### src/design/assert_macros.svh
// Assertion macros shared by the parser RTL.
// Each macro expects signals named clock and reset in the including module.
`ifndef ASSERT_MACROS_SVH
`define ASSERT_MACROS_SVH

// Same-cycle implication, checked outside reset
`define ASSERT_IMPL(label, ante, cons, msg) \
   label: assert property (@(posedge clock) disable iff (reset) (ante) |-> (cons)) \
      else $error(msg);

// Next-cycle implication, checked outside reset
`define ASSERT_NEXT(label, ante, cons, msg) \
   label: assert property (@(posedge clock) disable iff (reset) (ante) |=> (cons)) \
      else $error(msg);

`endif

### src/design/risp_pkg.sv
// Shared types and constants for the radix integer string parser.
// No dependencies; used by risp_step and radix_integer_string_parser_top.
package risp_pkg;

   // Field widths
   localparam int CharWidth  = 8;
   localparam int RadixWidth = 6;
   localparam int MagWidth   = 64;
   localparam int PhaseWidth = 3;

   // Parse phases
   localparam logic [PhaseWidth-1:0] PH_LEAD        = 3'd0;
   localparam logic [PhaseWidth-1:0] PH_PREFIX      = 3'd1;
   localparam logic [PhaseWidth-1:0] PH_DIGITS      = 3'd2;
   localparam logic [PhaseWidth-1:0] PH_TRAIL_SPACE = 3'd3;
   localparam logic [PhaseWidth-1:0] PH_TRAIL_JUNK  = 3'd4;

   // Register indexes on the csr port
   localparam logic CSR_RADIX  = 1'b0;
   localparam logic CSR_STRICT = 1'b1;

   // Register reset values
   localparam logic [RadixWidth-1:0] RADIX_RESET  = 6'd0;
   localparam logic                  STRICT_RESET = 1'b1;

   // Radix values with special meaning
   localparam logic [RadixWidth-1:0] RADIX_AUTO = 6'd0;
   localparam logic [RadixWidth-1:0] RADIX_MIN  = 6'd2;
   localparam logic [RadixWidth-1:0] RADIX_DEC  = 6'd10;
   localparam logic [RadixWidth-1:0] RADIX_HEX  = 6'd16;
   localparam logic [RadixWidth-1:0] RADIX_MAX  = 6'd36;

   // Input beat
   typedef struct packed {
      logic [CharWidth-1:0] char_byte;
      logic                 has_char;
      logic                 last_byte;
   } risp_req_type;

   // Result beat
   typedef struct packed {
      logic                is_nan;
      logic                negative;
      logic [MagWidth-1:0] magnitude;
      logic                overflowed;
   } risp_rsp_type;

   // Configuration registers
   typedef struct packed {
      logic [RadixWidth-1:0] radix_setting;
      logic                  strict_mode;
   } risp_cfg_type;

   // Per-string parse state
   typedef struct packed {
      logic [PhaseWidth-1:0] phase;
      logic                  sign_flag;
      logic [RadixWidth-1:0] eff_radix;
      logic [MagWidth-1:0]   accumulator;
      logic                  overflow_flag;
      logic                  seen_digit;
      logic                  pending_zero;
      logic                  failed_flag;
   } risp_state_type;

   localparam risp_state_type STATE_RESET = '{
      phase:         PH_LEAD,
      sign_flag:     1'b0,
      eff_radix:     6'd0,
      accumulator:   64'd0,
      overflow_flag: 1'b0,
      seen_digit:    1'b0,
      pending_zero:  1'b0,
      failed_flag:   1'b0
   };

endpackage

### src/design/risp_step.sv
// Next-state and result logic for one string byte of the parser.
// Depends on risp_pkg.
module risp_step (
   input  risp_pkg::risp_state_type state_cur,
   input  risp_pkg::risp_req_type   item,
   input  risp_pkg::risp_cfg_type   cfg,
   output risp_pkg::risp_state_type state_nxt,
   output risp_pkg::risp_rsp_type   result
);

   localparam int ProdWidth = risp_pkg::MagWidth + risp_pkg::RadixWidth;

   logic [risp_pkg::CharWidth-1:0]  c;
   logic                            is_ws;
   logic                            is_alnum;
   logic [risp_pkg::RadixWidth-1:0] digit_val;
   logic [risp_pkg::RadixWidth-1:0] radix_auto;
   logic                            auto_bad;
   logic                            zero_prefix_ok;

   logic                            enter_prefix;
   logic                            do_digit;
   logic [risp_pkg::RadixWidth-1:0] r_sel;
   logic [risp_pkg::MagWidth-1:0]   acc_sel;
   logic                            ovf_sel;
   logic                            seen_sel;
   logic                            digit_ok;
   logic [ProdWidth-1:0]            prod;
   risp_pkg::risp_state_type        pre;
   risp_pkg::risp_state_type        taken;
   logic                            ok;

   assign c = item.char_byte;

   // ASCII whitespace: space, tab, LF, VT, FF, CR
   assign is_ws = (c == 8'h20) || (c == 8'h09) || (c == 8'h0a) ||
                  (c == 8'h0b) || (c == 8'h0c) || (c == 8'h0d);

   // Digit value, independent of radix
   always_comb begin
      is_alnum  = 1'b1;
      digit_val = '0;
      priority if (c >= "0" && c <= "9") begin
         digit_val = risp_pkg::RadixWidth'(c - "0");
      end else if (c >= "a" && c <= "z") begin
         digit_val = risp_pkg::RadixWidth'(c - "a" + 8'd10);
      end else if (c >= "A" && c <= "Z") begin
         digit_val = risp_pkg::RadixWidth'(c - "A" + 8'd10);
      end else begin
         is_alnum = 1'b0;
      end
   end

   assign radix_auto = (cfg.radix_setting == risp_pkg::RADIX_AUTO) ?
                       risp_pkg::RADIX_DEC : cfg.radix_setting;
   assign auto_bad   = (radix_auto < risp_pkg::RADIX_MIN) || (radix_auto > risp_pkg::RADIX_MAX);
   assign zero_prefix_ok = ((cfg.radix_setting == risp_pkg::RADIX_AUTO) ||
                            (cfg.radix_setting == risp_pkg::RADIX_HEX)) && (c == "0");

   // Phase handling; picks the operands of the single digit step
   always_comb begin
      pre          = state_cur;
      enter_prefix = 1'b0;
      do_digit     = 1'b0;
      r_sel        = state_cur.eff_radix;
      acc_sel      = '0;
      ovf_sel      = 1'b0;
      seen_sel     = 1'b0;
      if (item.has_char && !state_cur.failed_flag) begin
         unique case (state_cur.phase)
            risp_pkg::PH_LEAD: begin
               priority if (is_ws) begin
               end else if (c == "-") begin
                  pre.phase     = risp_pkg::PH_PREFIX;
                  pre.sign_flag = 1'b1;
               end else if (c == "+") begin
                  pre.phase = risp_pkg::PH_PREFIX;
               end else begin
                  enter_prefix = 1'b1;
               end
            end
            risp_pkg::PH_PREFIX: begin
               if (state_cur.pending_zero) begin
                  // a leading zero was held back: 0x prefix or digit zero
                  pre.pending_zero = 1'b0;
                  pre.phase        = risp_pkg::PH_DIGITS;
                  if (c == "x" || c == "X") begin
                     pre.eff_radix = risp_pkg::RADIX_HEX;
                  end else begin
                     do_digit = 1'b1;
                     r_sel    = (state_cur.eff_radix == risp_pkg::RADIX_AUTO) ?
                                risp_pkg::RADIX_DEC : state_cur.eff_radix;
                     seen_sel = 1'b1;
                  end
               end else begin
                  enter_prefix = 1'b1;
               end
            end
            risp_pkg::PH_DIGITS: begin
               do_digit = 1'b1;
               acc_sel  = state_cur.accumulator;
               ovf_sel  = state_cur.overflow_flag;
               seen_sel = state_cur.seen_digit;
            end
            risp_pkg::PH_TRAIL_SPACE: begin
               if (!is_ws) pre.phase = risp_pkg::PH_TRAIL_JUNK;
            end
            default: begin
            end
         endcase

         // first byte after whitespace and sign
         if (enter_prefix) begin
            pre.phase = risp_pkg::PH_PREFIX;
            if (zero_prefix_ok) begin
               pre.pending_zero = 1'b1;
               pre.eff_radix    = cfg.radix_setting;
            end else begin
               pre.eff_radix = radix_auto;
               if (auto_bad) begin
                  pre.failed_flag = 1'b1;
               end else begin
                  pre.phase = risp_pkg::PH_DIGITS;
                  do_digit  = 1'b1;
                  r_sel     = radix_auto;
               end
            end
         end
      end
   end

   // Multiply-add of one digit
   assign digit_ok = is_alnum && (digit_val < r_sel);
   assign prod     = ProdWidth'(acc_sel) * ProdWidth'(r_sel) + ProdWidth'(digit_val);

   always_comb begin
      taken = pre;
      if (do_digit) begin
         taken.eff_radix     = r_sel;
         taken.accumulator   = acc_sel;
         taken.overflow_flag = ovf_sel;
         taken.seen_digit    = seen_sel;
         if (digit_ok) begin
            taken.seen_digit = 1'b1;
            if (!ovf_sel) begin
               if (prod[ProdWidth-1:risp_pkg::MagWidth] != '0) begin
                  taken.overflow_flag = 1'b1;
                  taken.accumulator   = '1;
               end else begin
                  taken.accumulator = prod[risp_pkg::MagWidth-1:0];
               end
            end
         end else if (!seen_sel) begin
            taken.failed_flag = 1'b1;
         end else begin
            taken.phase = is_ws ? risp_pkg::PH_TRAIL_SPACE : risp_pkg::PH_TRAIL_JUNK;
         end
      end
   end

   // End-of-string verdict
   always_comb begin
      ok = 1'b0;
      if (!taken.failed_flag) begin
         unique case (taken.phase)
            risp_pkg::PH_PREFIX:      ok = taken.pending_zero;
            risp_pkg::PH_DIGITS:      ok = taken.seen_digit;
            risp_pkg::PH_TRAIL_SPACE: ok = taken.seen_digit;
            risp_pkg::PH_TRAIL_JUNK:  ok = !cfg.strict_mode;
            default:                  ok = 1'b0;
         endcase
      end
   end

   always_comb begin
      if (ok) begin
         result.is_nan     = 1'b0;
         result.negative   = taken.sign_flag;
         result.magnitude  = taken.accumulator;
         result.overflowed = taken.overflow_flag;
      end else begin
         result.is_nan     = 1'b1;
         result.negative   = 1'b0;
         result.magnitude  = '0;
         result.overflowed = 1'b0;
      end
   end

   assign state_nxt = item.last_byte ? risp_pkg::STATE_RESET : taken;

endmodule

### src/design/radix_integer_string_parser_top.sv
// Top level of the radix integer string parser: input stage, parse state, result register.
// Depends on risp_pkg, risp_step and assert_macros.svh.
//
//   channel | direction | handshake          | payload
//   req     | in        | req_valid/req_stall | risp_req_type (one string byte)
//   rsp     | out       | rsp_valid/rsp_stall | risp_rsp_type (one result per string)
//   csr     | in        | csr_valid/csr_ready | csr_index, csr_data
//
// One byte per clock unless stalled: input register, step logic, state and result registers.
// rsp_valid rises when the result register takes the end-of-string beat's result.
// The 64x6 multiply-add by the radix in risp_step is the long path; it is combinational.
// Synchronous reset clears parse state and both stage valids, and resets the csr registers.
// rsp_stall holds only an end-of-string beat in the input stage; other bytes keep flowing.
// csr_ready is always high.
`include "assert_macros.svh"

module radix_integer_string_parser_top (
   input  logic                   clock,
   input  logic                   reset,
   input  logic                   req_valid,
   output logic                   req_stall,
   input  risp_pkg::risp_req_type req_data,
   output logic                   rsp_valid,
   input  logic                   rsp_stall,
   output risp_pkg::risp_rsp_type rsp_data,
   input  logic                   csr_valid,
   output logic                   csr_ready,
   input  logic                   csr_index,
   input  logic [risp_pkg::RadixWidth-1:0] csr_data
);

   logic                     in_vld_ff, in_vld_in;
   risp_pkg::risp_req_type   in_ff;
   logic                     out_vld_ff, out_vld_in;
   risp_pkg::risp_rsp_type   out_ff;
   risp_pkg::risp_state_type state_ff;
   risp_pkg::risp_state_type state_in;
   risp_pkg::risp_rsp_type   result;
   risp_pkg::risp_cfg_type   cfg_ff;
   logic                     fire;

   // Configuration registers
   assign csr_ready = 1'b1;

   always_ff @(posedge clock) begin
      if (reset) begin
         cfg_ff.radix_setting <= risp_pkg::RADIX_RESET;
         cfg_ff.strict_mode   <= risp_pkg::STRICT_RESET;
      end else if (csr_valid && csr_ready) begin
         unique case (csr_index)
            risp_pkg::CSR_RADIX:  cfg_ff.radix_setting <= csr_data;
            risp_pkg::CSR_STRICT: cfg_ff.strict_mode   <= csr_data[0];
            default: begin
            end
         endcase
      end
   end

   // Input stage advances unless it holds an end-of-string beat and the result slot is busy
   assign fire      = in_vld_ff && (!in_ff.last_byte || !out_vld_ff || !rsp_stall);
   assign req_stall = in_vld_ff && !fire;
   assign in_vld_in = req_stall ? 1'b1 : req_valid;

   always_ff @(posedge clock) begin
      if (reset) begin
         in_vld_ff <= 1'b0;
      end else begin
         in_vld_ff <= in_vld_in;
      end
   end

   always_ff @(posedge clock) begin
      if (req_valid && !req_stall) begin
         in_ff <= req_data;
      end
   end

   // Per-byte parse logic
   risp_step u_step (
      .state_cur (state_ff),
      .item      (in_ff),
      .cfg       (cfg_ff),
      .state_nxt (state_in),
      .result    (result)
   );

   always_ff @(posedge clock) begin
      if (reset) begin
         state_ff <= risp_pkg::STATE_RESET;
      end else if (fire) begin
         state_ff <= state_in;
      end
   end

   // Result register
   assign out_vld_in = (fire && in_ff.last_byte) ? 1'b1 : (out_vld_ff && rsp_stall);

   always_ff @(posedge clock) begin
      if (reset) begin
         out_vld_ff <= 1'b0;
      end else begin
         out_vld_ff <= out_vld_in;
      end
   end

   always_ff @(posedge clock) begin
      if (fire && in_ff.last_byte) begin
         out_ff <= result;
      end
   end

   assign rsp_valid = out_vld_ff;
   assign rsp_data  = out_ff;

   // Checks
   `ASSERT_IMPL(a_nan_clean, rsp_valid && rsp_data.is_nan,
      !rsp_data.negative && (rsp_data.magnitude == '0) && !rsp_data.overflowed,
      "NaN result carries nonzero fields")
   `ASSERT_IMPL(a_ovf_sat, rsp_valid && rsp_data.overflowed, rsp_data.magnitude == '1,
      "overflowed result is not saturated")
   `ASSERT_NEXT(a_end_result, fire && in_ff.last_byte, out_vld_ff,
      "end of string gave no result")
   `ASSERT_NEXT(a_end_clear, fire && in_ff.last_byte,
      (state_ff.phase == risp_pkg::PH_LEAD) && !state_ff.failed_flag && !state_ff.seen_digit,
      "parse state not cleared after end of string")

endmodule
### config.mk
export PLATFORM = sky130hd
export DESIGN_NAME = radix_integer_string_parser_top
export DESIGN_NICKNAME = d
export VERILOG_FILES = /design/src/design/risp_pkg.sv /design/src/design/risp_step.sv /design/src/design/radix_integer_string_parser_top.sv
export VERILOG_INCLUDE_DIRS = /design/src /design/src/design
export SDC_FILE = /design/constraint.sdc
export NUM_CORES = 1
export LEC_CHECK = 0
export ABC_AREA = 1
export BUFFER_PORTS_ARGS = -buffer_cell sky130_fd_sc_hd__buf_2
export CAP_MARGIN = 20
export CORE_MARGIN = 1.5
export CORE_UTILIZATION = 50
export DETAILED_ROUTE_END_ITERATION = 6
export GPL_TIMING_DRIVEN = 1
export MAX_ROUTING_LAYER = met4
export PLACE_DENSITY = 0.71
export SLEW_MARGIN = 20
export SYNTH_ARGS = -nofsm -noshare
export SYNTH_HDL_FRONTEND = slang
export SYNTH_SLANG_ARGS = --single-unit
### constraint.sdc
create_clock -name clock -period 6.45 [get_ports clock]
set_clock_uncertainty 0.1 [all_clocks]
set_input_delay 0.3225 -clock clock [delete_from_list [all_inputs] [get_ports clock]]
set_output_delay 0.3225 -clock clock [all_outputs]
set_load 0.005 [all_outputs]
==> impl_summary.md <==
Outcome
The flow ran to the end, but the final reports show violations. The final reports fail on setup timing.

Clocking
The number of buffers added by the clock tree synthesis step is 17. The worst-case clock buffer depth is 2. The clock latency on the worst-skew pair is 0.48 ns.

The clock root buffer is sky130_fd_sc_hd__clkbuf_16. The TritonCTS sink count is 164. The number of H-tree levels is 4.

After clock tree synthesis, the clock-pin slew on the worst setup and hold paths is 0.08 ns. The clock tree from TritonCTS is yes.

Finish
The filler cells instantiated in the layout total 3836. The net count of the finished layout is 4110. 0 antenna diodes ended up in the layout.

The finished layout holds 4282 standard cells, fillers aside. The fraction of final layout cells with drive strength greater than 1 is 23.36%. The area overhead of the layout relative to synthesis is 28.18%.

Detailed routing
The number of nets still failing antenna checks after routing is 0. The routed layout has 22990 vias. The detailed-route wire length is 72670 µm. After detailed routing, the number of remaining DRC violations is 0.

The detailed router finished its first iteration with 1917 violations. After detailed routing, the average wire length per cell comes to 16.97 µm. The iteration count of the initial detailed-routing pass is 6.

The average vias per placed instance is 5.368.

Setup path
The element type at the critical path end is a register. The critical path's largest stage delay is 0.51 ns. The library cell contributing the largest single delay on the critical path is sky130_fd_sc_hd__fa_1. The maximum fanout along the worst path is 16. The library cell appearing most often on the critical path is sky130_fd_sc_hd__nand2_1. The critical path is of the register to register type.

The element type at the critical path start is a register. The data arrival time at the worst-slack endpoint is 7.00 ns. For flop-to-flop paths, the worst setup slack is -0.44 ns.

The endpoint required time on the critical path is 6.56 ns.

Floorplan
The floorplan core area is 44220 µm². The overall die width is 214.6 µm. The die area is 46060 µm². In this run the count of I/O pins placed on the die edge is 92. The die height is 214.6 µm. The floorplan has 77 rows. Once the floorplan was initialized, standard cells occupied 50.63% of the core.

Synthesis
The share of async-settable or async-resettable flops after synthesis is 0%. The synthesis warning total is 0. sky130_fd_sc_hd__nand2_1 is the most common cell in the netlist. The main flop type after synthesis is sky130_fd_sc_hd__dfxtp_1. The mean area per synthesized cell is 6.951 µm². The cell count after synthesis came out at 3221. The share of synthesized area in the top cell type comes to 22.53%. The synthesized design contains 77 enable-type register cells. Synthesis instantiated 51 different standard cells from the library. By area the synthesized netlist is led by sky130_fd_sc_hd__fa_1, sky130_fd_sc_hd__nand2_1, sky130_fd_sc_hd__edfxtp_1. The most area-hungry cell type in the Yosys netlist is sky130_fd_sc_hd__fa_1. The area of the mapped netlist is 22390 µm².

In this run, synthesis produced a sequential element count of 164. Counting every net in the synthesized netlist gives 3654. Sequential cells were found to cover 18.11% of the synthesized design area. Ranked by instance count, the synthesized netlist is headed by sky130_fd_sc_hd__nand2_1, sky130_fd_sc_hd__nor2_1, sky130_fd_sc_hd__inv_1, sky130_fd_sc_hd__fa_1, sky130_fd_sc_hd__a21oi_1.

Job
The count of max-cap constraint violations is 0.

GRT
Entering global routing, the biggest net connects 84 pins. The number of global-route vias before repair came to 22570. Global routing used 31.76% of the available tracks. The first global-routing pass estimated 114200 µm of wire.

The total overflow left after global routing is 0. The number of antenna violations at the first check in global routing is 0.

STA
In the post-route analysis, the smallest setup slack over all paths is -0.4406 ns. At the pin with the least slew margin, the transition time is 0.9784 ns. The worst pin sits at a relative slew slack of 34.78%. Subtracting the final worst setup slack from the clock period gives 6.891 ns.

The max-slew violation count was 0. For this run, the top clock speed supported by timing is 145.1 MHz. Setup repair after global routing could not meet its margin everywhere. Dividing the final minimum period by the clock period gives 106.8%. Setup violations remaining at the end of the flow were counted as 130. The number of hold-slack violations in the final timing report was 0.

Power and ir drop
The peak supply drop is 0.1941 mV. The power density relative to cell area is 111.5 nW/µm². The leakage power summed over all cells is 14.29 nW. The total power of the final layout is 3.200 mW.

Place
In this run, placement finished with an instance count of 4188. The final estimated routing congestion in global placement is 0.9818. The placed wire-length estimate is 53650 µm. The number of buffer cells added on primary ports is 90.

Hold path
The class of the tightest hold or removal check is input port to register.
-- routing by layer --
layer  part of all wire [%]  wire, µm  GRT usage [%]
met1                     43     31110          41.35
met4                    2.7      1990          9.108
met2                     48     34940          52.34
met3                    6.4      4628          3.631
met5                      0         0              -
-- registers in the layout (all words and copies together) (netlist names) --
signal     flops
state_ff      78
rsp_data      67
in_ff         10
cfg_ff         7
in_vld_ff      1
rsp_valid      1
-- layout by cell type, fill, tap and decap left out, drive strengths merged, types with 30 or more instances in the layout --
master / instances
nand2: 956
nor2: 598
buf: 539
inv: 393
fa: 252
a21oi: 244
ha: 159
nand3: 133
dfxtp: 87
edfxtp: 77
o21ai: 56
xnor2: 31
xor2: 30
-- cells by family after synthesis --
group                      Yosys count  share of synthesized area [%]
DFF                                164                          18.11
AOI/OAI and AO/OA                  344                          8.187
and+or+nand+nor                   1733                          30.90
adders and majority gates          411                          31.42
buffers and inverters              507                          8.991
other                                1                        0.01675
xor gates and xnor gates            61                          2.386
-- power by group --
part | leakage [nW] | switching (mW) | internal (mW)
clock | 0.295 | 0.541 | 0.525
combinational | 12.5 | 0.672 | 0.335
sequential | 1.54 | 0.0165 | 1.11
total | 14.3 | 1.23 | 1.97
-- cell type report --
cell class | instances | area (µm²) | area share, %
Clock buffer | 17 | 425.4 | 1.482
Clock inverter | 15 | 176.4 | 0.6147
Inverter | 386 | 1481 | 5.162
Multi-Input combinational cell | 2550 | 17330 | 60.38
Sequential cell | 164 | 4054 | 14.13
Tap cell | 592 | 740.7 | 2.581
Timing Repair Buffer | 558 | 4493 | 15.66
-- critical path: cells and delay by family, from the launching register on --
family | cells | cell delay [ns]
buffers and inverters | 10 | 1.48
flip-flops | 1 | 0.45
AO/OA/AOI/OAI | 1 | 0.14
adder cells (fa/ha/maj) | 6 | 2.20
AND/OR/NAND/NOR | 21 | 2.24
-- metrics by stage --
step | util, % | setup slack [ns] | hold WS, ns | instance area (µm²) | setup TNS, ns
global route | 64.90 | -0.7603 | 0.05219 | 28700 | -86.20
detailed placement | 59.52 | -0.7155 | 0.3608 | 26320 | -76.43
global placement | 59.52 | -0.6723 | 0.3559 | 26320 | -72.33
floorplan | - | -0.03469 | 0.3214 | 22390 | -1.760
finish | 64.90 | -0.4406 | 0.02810 | 28700 | -43.12
CTS | 62.56 | -0.3962 | 0.008239 | 27660 | -40.42
-- timing repair --
item / in CTS / in global routing
resized for setup: 79 / 198
endpoints found under the hold margin: 12 / 0
buffers inserted: 32 / 9
setup endpoints to repair: 130 / 130
hold buffers: 12 / 0
cloned: 4 / 6
pin swaps: 14 / 38
-- path summary, 6_finish.rpt --
kind / from / end / cells after the start
worst min register to register: state_ff[0]$_SDFFE_PP0P_ / state_ff[0]$_SDFFE_PP0P_ / 2
worst max-delay path: in_ff[6]$_DFFE_PP_ / rsp_data[1]$_SDFFCE_PN0P_ / 38
worst max register to register: in_ff[6]$_DFFE_PP_ / rsp_data[1]$_SDFFCE_PN0P_ / 38
worst min-delay path: csr_valid / cfg_ff[0]$_SDFFE_PP1P_ / 3
Power figures use the tool's default switching activity.
